$ cat src/design/gtsc_pkg.sv
// ----------------------------------------------------------------------------
// gtsc_pkg
// Shared types, widths and the tanh segment table for the gain and tanh
// soft clipper datapath.
// ----------------------------------------------------------------------------
package gtsc_pkg;

    localparam int TANH_SEGMENTS = 64;

    localparam int SAMPLE_W = 32;
    localparam int GAIN_W   = 16;
    localparam int MAG_W    = 32;
    localparam int U_W      = MAG_W + GAIN_W - 1;
    localparam int IDX_W    = $clog2(TANH_SEGMENTS + 1);
    localparam int POS_W    = U_W + IDX_W;
    localparam int K_LSB    = 42;
    localparam int K_W      = POS_W - K_LSB;
    localparam int FRAC_W   = 16;
    localparam int FRAC_LSB = K_LSB - FRAC_W;
    localparam int Y_W      = 31;
    localparam int PRODF_W  = Y_W + FRAC_W;

    localparam logic [GAIN_W-1:0] GAIN_RESET = GAIN_W'(256);
    localparam logic [Y_W-1:0]    FULL_SCALE = {Y_W{1'b1}};
    localparam logic [PRODF_W-1:0] ROUND_HALF = PRODF_W'(1) << (FRAC_W - 1);

    // series argument 16/N in Q31
    localparam logic [63:0] TANH_Z = (64'd1 << 35) / 64'(TANH_SEGMENTS);

    typedef logic [TANH_SEGMENTS:0][Y_W-1:0] tanh_rom_t;

    typedef struct packed {
        logic signed [SAMPLE_W-1:0] sample_in;
        logic                       end_of_buffer;
    } sample_in_t;

    typedef struct packed {
        logic signed [SAMPLE_W-1:0] sample_out;
        logic                       end_of_result;
    } sample_out_t;

    typedef struct packed {
        logic [U_W-1:0] u;
        logic           neg;
        logic           eob;
    } scaled_t;

    typedef struct packed {
        logic [Y_W-1:0]    lo;
        logic [Y_W-1:0]    diff;
        logic [FRAC_W-1:0] frac;
        logic              over;
        logic              neg;
        logic              eob;
    } segment_t;

    // restoring shift-subtract quotient, evaluated at elaboration only
    function automatic logic [63:0] udiv64(logic [63:0] dividend, logic [63:0] divisor);
        logic [63:0] quo;
        logic [64:0] rem;
        quo = '0;
        rem = '0;
        for (int b = 63; b >= 0; b--)
        begin
            rem = {rem[63:0], dividend[b]};
            if (rem >= {1'b0, divisor})
            begin
                rem    = rem - {1'b0, divisor};
                quo[b] = 1'b1;
            end
        end
        return quo;
    endfunction

    // tanh(8k/N) in Q31 from a decaying exponential ladder
    function automatic tanh_rom_t build_tanh_rom();
        logic [63:0] q31_one;
        logic [63:0] z;
        logic [63:0] term;
        logic [63:0] pos_sum;
        logic [63:0] neg_sum;
        logic [63:0] d;
        logic [63:0] e;
        logic [63:0] num;
        logic [63:0] t;
        tanh_rom_t   rom;
        q31_one = 64'd1 << 31;
        z       = TANH_Z;
        if (z > q31_one)
        begin
            z = q31_one;
        end
        term    = q31_one;
        pos_sum = q31_one;
        neg_sum = 64'd0;
        for (int n = 1; n <= 24; n++)
        begin
            term = udiv64((term * z) >> 31, 64'(n));
            if ((n & 1) == 1)
            begin
                neg_sum = neg_sum + term;
            end
            else
            begin
                pos_sum = pos_sum + term;
            end
        end
        d = (pos_sum > neg_sum) ? pos_sum - neg_sum : 64'd0;
        e = q31_one;
        for (int k = 0; k <= TANH_SEGMENTS; k++)
        begin
            num = (q31_one - e) << 31;
            t   = udiv64(num, q31_one + e);
            if (t > 64'(FULL_SCALE))
            begin
                t = 64'(FULL_SCALE);
            end
            rom[k] = t[Y_W-1:0];
            e = (e * d + (64'd1 << 30)) >> 31;
            if (e > q31_one)
            begin
                e = q31_one;
            end
        end
        return rom;
    endfunction

    localparam tanh_rom_t TANH_ROM = build_tanh_rom();

endpackage

$ cat src/design/gtsc_front.sv
// ----------------------------------------------------------------------------
// gtsc_front
// Magnitude and sign split of the input sample, then the gain multiply.
// Two register stages.
// ----------------------------------------------------------------------------
module gtsc_front (
    input  logic                          clk,
    input  logic                          rst_n,
    input  logic [gtsc_pkg::GAIN_W-1:0]   gain,
    input  logic                          up_valid,
    output logic                          up_ready,
    input  gtsc_pkg::sample_in_t          up_data,
    output logic                          dn_valid,
    input  logic                          dn_ready,
    output gtsc_pkg::scaled_t             dn_data
);

    logic                         s1_valid_reg;
    logic [gtsc_pkg::MAG_W-1:0]   s1_mag_reg;
    logic                         s1_neg_reg;
    logic                         s1_eob_reg;
    logic [gtsc_pkg::MAG_W-1:0]   s1_mag_next;
    logic                         s1_ready;

    logic                         s2_valid_reg;
    gtsc_pkg::scaled_t            s2_data_reg;
    gtsc_pkg::scaled_t            s2_data_next;
    logic                         s2_ready;

    assign s2_ready = !s2_valid_reg || dn_ready;
    assign s1_ready = !s1_valid_reg || s2_ready;
    assign up_ready = s1_ready;

    assign s1_mag_next = up_data.sample_in[gtsc_pkg::SAMPLE_W-1]
                       ? (~up_data.sample_in) + gtsc_pkg::MAG_W'(1)
                       : up_data.sample_in;

    always_comb
    begin
        s2_data_next.u   = gtsc_pkg::U_W'(s1_mag_reg) * gtsc_pkg::U_W'(gain);
        s2_data_next.neg = s1_neg_reg;
        s2_data_next.eob = s1_eob_reg;
    end

    always_ff @(posedge clk or negedge rst_n)
    begin
        if (!rst_n)
        begin
            s1_valid_reg <= 1'b0;
            s2_valid_reg <= 1'b0;
        end
        else
        begin
            if (s1_ready)
            begin
                s1_valid_reg <= up_valid;
            end
            if (s2_ready)
            begin
                s2_valid_reg <= s1_valid_reg;
            end
        end
    end

    always_ff @(posedge clk)
    begin
        if (s1_ready && up_valid)
        begin
            s1_mag_reg <= s1_mag_next;
            s1_neg_reg <= up_data.sample_in[gtsc_pkg::SAMPLE_W-1];
            s1_eob_reg <= up_data.end_of_buffer;
        end
        if (s2_ready && s1_valid_reg)
        begin
            s2_data_reg <= s2_data_next;
        end
    end

    assign dn_valid = s2_valid_reg;
    assign dn_data  = s2_data_reg;

endmodule

$ cat src/design/gtsc_lookup.sv
// ----------------------------------------------------------------------------
// gtsc_lookup
// Table position from the scaled magnitude: segment index, fraction,
// range check and the two neighbouring tanh points. One register stage.
// ----------------------------------------------------------------------------
module gtsc_lookup (
    input  logic                 clk,
    input  logic                 rst_n,
    input  logic                 up_valid,
    output logic                 up_ready,
    input  gtsc_pkg::scaled_t    up_data,
    output logic                 dn_valid,
    input  logic                 dn_ready,
    output gtsc_pkg::segment_t   dn_data
);

    logic [gtsc_pkg::POS_W-1:0]  pos;
    logic [gtsc_pkg::K_W-1:0]    k_full;
    logic                        over;
    logic [gtsc_pkg::IDX_W-1:0]  idx;
    logic [gtsc_pkg::IDX_W-1:0]  idx_hi;
    logic [gtsc_pkg::Y_W-1:0]    lo;
    logic [gtsc_pkg::Y_W-1:0]    hi;

    logic                        s3_valid_reg;
    gtsc_pkg::segment_t          s3_data_reg;
    gtsc_pkg::segment_t          s3_data_next;
    logic                        s3_ready;

    assign s3_ready = !s3_valid_reg || dn_ready;
    assign up_ready = s3_ready;

    assign pos    = gtsc_pkg::POS_W'(up_data.u) * gtsc_pkg::POS_W'(gtsc_pkg::TANH_SEGMENTS);
    assign k_full = pos[gtsc_pkg::POS_W-1:gtsc_pkg::K_LSB];
    assign over   = k_full >= gtsc_pkg::K_W'(gtsc_pkg::TANH_SEGMENTS);
    assign idx    = over ? '0 : k_full[gtsc_pkg::IDX_W-1:0];
    assign idx_hi = idx + gtsc_pkg::IDX_W'(1);
    assign lo     = gtsc_pkg::TANH_ROM[idx];
    assign hi     = gtsc_pkg::TANH_ROM[idx_hi];

    always_comb
    begin
        s3_data_next.frac = pos[gtsc_pkg::FRAC_LSB +: gtsc_pkg::FRAC_W];
        s3_data_next.over = over;
        s3_data_next.neg  = up_data.neg;
        s3_data_next.eob  = up_data.eob;
        if (over)
        begin
            s3_data_next.lo   = gtsc_pkg::FULL_SCALE;
            s3_data_next.diff = '0;
        end
        else
        begin
            s3_data_next.lo   = lo;
            s3_data_next.diff = (hi > lo) ? hi - lo : '0;
        end
    end

    always_ff @(posedge clk or negedge rst_n)
    begin
        if (!rst_n)
        begin
            s3_valid_reg <= 1'b0;
        end
        else if (s3_ready)
        begin
            s3_valid_reg <= up_valid;
        end
    end

    always_ff @(posedge clk)
    begin
        if (s3_ready && up_valid)
        begin
            s3_data_reg <= s3_data_next;
        end
    end

    assign dn_valid = s3_valid_reg;
    assign dn_data  = s3_data_reg;

    a_over_full_scale: assert property (@(posedge clk) disable iff (!rst_n)
        s3_valid_reg && s3_data_reg.over |->
            s3_data_reg.diff == '0 && s3_data_reg.lo == gtsc_pkg::FULL_SCALE)
        else $error("out-of-range segment without full-scale point");

endmodule

$ cat src/design/gtsc_interp.sv
// ----------------------------------------------------------------------------
// gtsc_interp
// Linear interpolation between tanh points, cap at full scale and sign
// restore. Three register stages; the last one is the output register.
// ----------------------------------------------------------------------------
module gtsc_interp (
    input  logic                  clk,
    input  logic                  rst_n,
    input  logic                  up_valid,
    output logic                  up_ready,
    input  gtsc_pkg::segment_t    up_data,
    output logic                  dn_valid,
    input  logic                  dn_ready,
    output gtsc_pkg::sample_out_t dn_data
);

    logic                           s4_valid_reg;
    logic [gtsc_pkg::PRODF_W-1:0]   s4_prod_reg;
    logic [gtsc_pkg::Y_W-1:0]       s4_lo_reg;
    logic                           s4_neg_reg;
    logic                           s4_eob_reg;
    logic [gtsc_pkg::PRODF_W-1:0]   s4_prod_next;
    logic                           s4_ready;

    logic                           s5_valid_reg;
    logic [gtsc_pkg::Y_W-1:0]       s5_y_reg;
    logic                           s5_neg_reg;
    logic                           s5_eob_reg;
    logic [gtsc_pkg::PRODF_W-1:0]   rounded_sum;
    logic [gtsc_pkg::Y_W:0]         y_sum;
    logic [gtsc_pkg::Y_W-1:0]       s5_y_next;
    logic                           s5_ready;

    logic                           s6_valid_reg;
    gtsc_pkg::sample_out_t          s6_data_reg;
    gtsc_pkg::sample_out_t          s6_data_next;
    logic [gtsc_pkg::SAMPLE_W-1:0]  y_ext;
    logic                           s6_ready;

    assign s6_ready = !s6_valid_reg || dn_ready;
    assign s5_ready = !s5_valid_reg || s6_ready;
    assign s4_ready = !s4_valid_reg || s5_ready;
    assign up_ready = s4_ready;

    assign s4_prod_next = gtsc_pkg::PRODF_W'(up_data.diff) * gtsc_pkg::PRODF_W'(up_data.frac);

    assign rounded_sum = s4_prod_reg + gtsc_pkg::ROUND_HALF;
    assign y_sum       = {1'b0, s4_lo_reg}
                       + {1'b0, rounded_sum[gtsc_pkg::FRAC_W +: gtsc_pkg::Y_W]};
    assign s5_y_next   = y_sum[gtsc_pkg::Y_W] ? gtsc_pkg::FULL_SCALE : y_sum[gtsc_pkg::Y_W-1:0];

    assign y_ext = {1'b0, s5_y_reg};

    always_comb
    begin
        s6_data_next.sample_out    = s5_neg_reg ? (~y_ext) + gtsc_pkg::SAMPLE_W'(1) : y_ext;
        s6_data_next.end_of_result = s5_eob_reg;
    end

    always_ff @(posedge clk or negedge rst_n)
    begin
        if (!rst_n)
        begin
            s4_valid_reg <= 1'b0;
            s5_valid_reg <= 1'b0;
            s6_valid_reg <= 1'b0;
        end
        else
        begin
            if (s4_ready)
            begin
                s4_valid_reg <= up_valid;
            end
            if (s5_ready)
            begin
                s5_valid_reg <= s4_valid_reg;
            end
            if (s6_ready)
            begin
                s6_valid_reg <= s5_valid_reg;
            end
        end
    end

    always_ff @(posedge clk)
    begin
        if (s4_ready && up_valid)
        begin
            s4_prod_reg <= s4_prod_next;
            s4_lo_reg   <= up_data.lo;
            s4_neg_reg  <= up_data.neg;
            s4_eob_reg  <= up_data.eob;
        end
        if (s5_ready && s4_valid_reg)
        begin
            s5_y_reg   <= s5_y_next;
            s5_neg_reg <= s4_neg_reg;
            s5_eob_reg <= s4_eob_reg;
        end
        if (s6_ready && s5_valid_reg)
        begin
            s6_data_reg <= s6_data_next;
        end
    end

    assign dn_valid = s6_valid_reg;
    assign dn_data  = s6_data_reg;

    a_no_most_negative: assert property (@(posedge clk) disable iff (!rst_n)
        s6_valid_reg |-> s6_data_reg.sample_out != {1'b1, {(gtsc_pkg::SAMPLE_W-1){1'b0}}})
        else $error("output beat outside symmetric range");

    a_positive_sign: assert property (@(posedge clk) disable iff (!rst_n)
        s6_ready && s5_valid_reg && !s5_neg_reg |=> !s6_data_reg.sample_out[gtsc_pkg::SAMPLE_W-1])
        else $error("positive input gave negative output");

    a_negative_sign: assert property (@(posedge clk) disable iff (!rst_n)
        s6_ready && s5_valid_reg && s5_neg_reg && s5_y_reg != '0 |=>
            s6_data_reg.sample_out[gtsc_pkg::SAMPLE_W-1])
        else $error("negative input gave non-negative output");

endmodule

$ cat src/design/gain_tanh_soft_clipper_core.sv
// ----------------------------------------------------------------------------
// gain_tanh_soft_clipper_core
// Gain stage followed by a tanh soft clipper on signed 32-bit samples.
// ----------------------------------------------------------------------------
// Takes one sample beat per clock while in_stall is low and returns one result
// beat per sample, in order, after passing through these stages:
// sign split, gain multiply, table lookup, interpolation multiply, round and
// cap, sign restore, one register stage each. Every stage holds its beat
// while the next is full, so a stalled output lets the pipeline fill its
// empty stages before the input is stalled. The gain (unsigned Q8.8, reset
// to unity) is written through the configuration channel, which is always
// ready; write it only while no sample is in flight.
module gain_tanh_soft_clipper_core (
    input  logic                          clk,
    input  logic                          rst_n,
    input  logic                          cfg_valid,
    output logic                          cfg_ready,
    input  logic [gtsc_pkg::GAIN_W-1:0]   cfg_data,
    input  logic                          in_valid,
    output logic                          in_stall,
    input  gtsc_pkg::sample_in_t          in_data,
    output logic                          out_valid,
    input  logic                          out_stall,
    output gtsc_pkg::sample_out_t         out_data
);

    logic [gtsc_pkg::GAIN_W-1:0] gain_reg;

    logic                 in_ready;
    logic                 scaled_valid;
    logic                 scaled_ready;
    gtsc_pkg::scaled_t    scaled_data;
    logic                 seg_valid;
    logic                 seg_ready;
    gtsc_pkg::segment_t   seg_data;

    assign cfg_ready = 1'b1;

    always_ff @(posedge clk or negedge rst_n)
    begin
        if (!rst_n)
        begin
            gain_reg <= gtsc_pkg::GAIN_RESET;
        end
        else if (cfg_valid && cfg_ready)
        begin
            gain_reg <= cfg_data;
        end
    end

    assign in_stall = !in_ready;

    gtsc_front u_front (
        .clk      (clk),
        .rst_n    (rst_n),
        .gain     (gain_reg),
        .up_valid (in_valid),
        .up_ready (in_ready),
        .up_data  (in_data),
        .dn_valid (scaled_valid),
        .dn_ready (scaled_ready),
        .dn_data  (scaled_data)
    );

    gtsc_lookup u_lookup (
        .clk      (clk),
        .rst_n    (rst_n),
        .up_valid (scaled_valid),
        .up_ready (scaled_ready),
        .up_data  (scaled_data),
        .dn_valid (seg_valid),
        .dn_ready (seg_ready),
        .dn_data  (seg_data)
    );

    gtsc_interp u_interp (
        .clk      (clk),
        .rst_n    (rst_n),
        .up_valid (seg_valid),
        .up_ready (seg_ready),
        .up_data  (seg_data),
        .dn_valid (out_valid),
        .dn_ready (!out_stall),
        .dn_data  (out_data)
    );

endmodule
$ cat config.mk
export PLATFORM = sky130hd
export DESIGN_NAME = gain_tanh_soft_clipper_core
export DESIGN_NICKNAME = d
export VERILOG_FILES = /design/src/design/gtsc_pkg.sv /design/src/design/gtsc_front.sv /design/src/design/gtsc_lookup.sv /design/src/design/gtsc_interp.sv /design/src/design/gain_tanh_soft_clipper_core.sv
export SDC_FILE = /design/constraint.sdc
export NUM_CORES = 2
export LEC_CHECK = 0
export ABC_AREA = 0
export BUFFER_PORTS_ARGS = -buffer_cell sky130_fd_sc_hd__clkbuf_2
export CORE_ASPECT_RATIO = 2
export CORE_MARGIN = 4
export CORE_UTILIZATION = 60
export DETAILED_ROUTE_END_ITERATION = 8
export GPL_TIMING_DRIVEN = 0
export PLACE_DENSITY_LB_ADDON = 0.3
export SETUP_SLACK_MARGIN = 0.15
export SYNTH_ARGS = -nofsm -noshare
export SYNTH_HDL_FRONTEND = slang
export SYNTH_HIERARCHICAL = 1
export SYNTH_SLANG_ARGS = --single-unit
$ cat constraint.sdc
create_clock -name clk -period 6.05 [get_ports clk]
set_clock_uncertainty 0.1 [all_clocks]
set_input_delay 1.21 -clock clk [delete_from_list [all_inputs] [get_ports clk]]
set_output_delay 1.21 -clock clk [all_outputs]
set_load 0.01 [all_outputs]
==> results of run 1 <==
## what timing repair did
item                       in CTS
setup endpoints to repair      90
buffers inserted              166
gates cloned                    3
pin swaps                     174
gates resized for setup       693
## per-layer routing
layer / GRT overflow / global-route usage (%)
met5: 2 / 11.09
met3: 7 / 33.45
met4: 130 / 64.30
met2: 175 / 87.93
met1: 0 / 54.05
## through the flow
step	hold slack [ns]	TNS, ns	std cells	instance area [sq um]	utilization, %
floorplan	0.3003	0	5656	51410	-
detailed placement	0.3045	-165.32	6813	53280	63.50
CTS	0.3100	-31.18	7034	58200	69.37
global placement	0.3005	-175.49	6807	53180	63.39
==> metrics, run 1 <==
Total GRT Usage=approximately three fifths; clock root cell=clkbuf_16; Syn Area/Cell=9.004 sq um; Syn Nets=6847; GP Congestion=1.141; total grt overflow=314; worst slack, placed=-2.743 ns; vias in the first global route=55.46k; status=aborted with a tool error; TritonCTS Buffers=28; row cnt=150; hold_buf cts=0; clock buffer depth=3; area of the mapped netlist=50930 sq um; H-tree Lvls=1; Failed at=5_1_grt; pin count of the biggest net entering global routing=72; Syn Inst Count=5656; Starting Density=approximately three fifths; Err=[ERROR GRT-0116] Global routing finished with congestion. Check the congestion regions in the DRC Viewer.; # IOs=90; Port Buf Inserts=87; die width=214.0 um; Synth Warn #=6; global-route wire length before repair=394600 um; Detailed Place HPWL=175600 um; die extent in y=420.0 um
==> run 2: changes to the inputs <==
CORE_ASPECT_RATIO = default   (was 2)
CORE_UTILIZATION = 40   (was 60)
PLACE_DENSITY_LB_ADDON = 0.15   (was 0.3)
SETUP_SLACK_MARGIN = default   (was 0.15)
clock period = 7.9 ns   (was 6.05 ns; I/O delays follow)
==> run 2 against run 1 <==
The flow now finishes, with violations (max-capacitance violations, max-slew violations). Synthesized area unchanged. Synthesized cell count unchanged.
==> metrics, run 2 <==
TritonCTS Buffers=36; clk sinks=296; # DRC=0; Starting Density=40.40%; Tmin final=7.693 ns; fillcell total=approximately 13k; Syn Area/Cell=~9.0 sq um; WL final=181100 um; Setup crit end kind=flop; pin count of the biggest net entering global routing=44; status=complete, but fails checks; row cnt=between 100 and 150; Slew HR=-3.536%; WS Path Type=flop to flop; die extent in y=364.8 um; Syn Nets=6847; ANT nets after route=0; final hold slack=0.3166 ns; CP required=8.10 ns; clock buffer depth=3; Vias/cell=5.610; Largest register FFs=80; die area=133100 sq um; f_max=0.1300 GHz; Port Buf Inserts=87; Worst Max-Slew Pin Slew=1.541 ns; setup ws final=0.2069 ns; DR WL/cell=24.23 um; hold crit path type=flop to flop; Layout area overhead=7.709%; vias in the first global route=42.87k; FF+latch area=8780 sq um; Syn Inst Count=5656; CTS tree=built; Total GRT Usage=27.11%; Worst setup SP type=flop; failing checks=max-capacitance violations, max-slew violations; Multi-input gate area=between 30000 and 40000 sq um; placed cells=approximately 7.4k; WP data arrival=7.89 ns; max-slew violation count=12; total grt overflow=0; FF-to-FF Start=u_front/dn_data[45]$_DFFE_PP_; Final nets=6981; most frequent cells in the layout=inv_1, nand2_1, fa_1, and2_1, ha_1; RSZ-0062 raised after global routing=false; clk_lat worst skew=0.58 ns; GP Congestion=0.9892; Synth Warn #=6; initial antenna violation count=10; CP startpoint=u_front/dn_data[45]$_DFFE_PP_; maximum fanout along the worst path=15; Final Instance Area=between 50000 and 60000 sq um; H-tree Lvls=2; share of cells above drive strength 1=5.105%; DR vias=41.92k; number of detailed-route iterations in the first pass=7; global-route wire length before repair=roughly 270000 um; # IOs=90; fin crit share=97.38%; Detailed Place HPWL=approximately 150000 um; commonest non-fill, non-tap cell in the layout=inv_1; dpl cell area=53470 sq um; count of final hold-check violations=0; core area=126100 sq um; worst slack, placed=-2.090 ns; initial DRC count=around 4.0k; die width=between 300 and 400 um; Max Cap Viol=2; final instance count without filler cells=7472; Hold Startpoint=u_interp/s4_eob_reg$_DFFE_PP_; setup violators final=0; Worst-path clk slew=0.06 ns; clock root cell=clkbuf_16; area of the mapped netlist=roughly 51000 sq um
[run 2: worst max-delay path: stages (launching register included)]
cell and delay [ns]:
edfxtp_1 0.41, nor4_2 0.43, buf_2 0.30, nand3_1 0.18
clkbuf_4 0.36, clkinvlp_4 0.16, ha_1 0.18, buf_2 0.37
inv_1 0.23, ha_4 0.41, clkbuf_2 0.30, buf_2 0.34
clkbuf_2 0.34, o21ai_0 0.16, nand3_1 0.14, o21ai_0 0.08
o211ai_1 0.56, ha_1 0.45, a21oi_1 0.28, o21ai_0 0.14
a31o_2 0.24, a31oi_2 0.38, o2111ai_4 0.28, nand2_4 0.21
buf_2 0.22, nor2_1 0.11
[run 2: final timing paths]
| path | to | slack [ns] | cells past startpoint |
|---|---|---|---|
| max | u_lookup/dn_data[19]$_SDFFCE_PP0P_ | 0.21 | 25 |
| min in group asynchronous | gain_reg[12]$_DFFE_PN0P_ | 1.05 | 1 |
| max in group asynchronous | u_interp/s5_valid_reg$_DFFE_PN0P_ | 6.00 | 1 |
| min reg2reg | u_interp/s5_eob_reg$_DFFE_PP_ | 0.32 | 0 |
| max reg2reg | u_lookup/dn_data[19]$_SDFFCE_PP0P_ | 0.21 | 25 |
| min | u_interp/s5_eob_reg$_DFFE_PP_ | 0.32 | 0 |
[run 2: cell type report]
class | count | share of cell area [%]
well taps | 1650 | 3.764
flip-flops and latches | 296 | 16.01
diodes | 4 | 0.01825
inverters | 921 | 6.311
repair buffers | 98 | 0.9854
plain buffers | 323 | 2.381
multi-input cells | 4114 | 68.43
clock inverters | 19 | 0.3558
clock buffers | 47 | 1.754
[run 2: stage by stage]
step | utilization, % | setup TNS, ns
after global routing | 43.51 | 0
after detailed placement | 42.42 | -61.27
final | 43.52 | 0
after floorplan | - | 0
after global placement | 42.38 | -69.79
after CTS | 43.41 | 0
[run 2: repair_timing]
item | CTS | global route
hold buffers | 0 | 0
endpoints found under the setup margin | 34 | 45
gates resized for setup | 25 | 41
buffers inserted | 3 | 5
pin swaps | 2 | 4
[run 2: routing by layer]
layer  GRT usage [%]  up-vias  part of all wire [%]  wire length (um)
met4           9.663        6                   4.2              7552
met1           38.33    21030                    44             79020
met2           41.89     2012                    44             78770
met5               0        -                 0.038                69
met3           4.790      414                   8.6             15660
li1                -    18460                     -                 -
Power of run 2 is not shown: default switching activity piles up to over one toggle a cycle in this logic, so the estimate is an artifact.
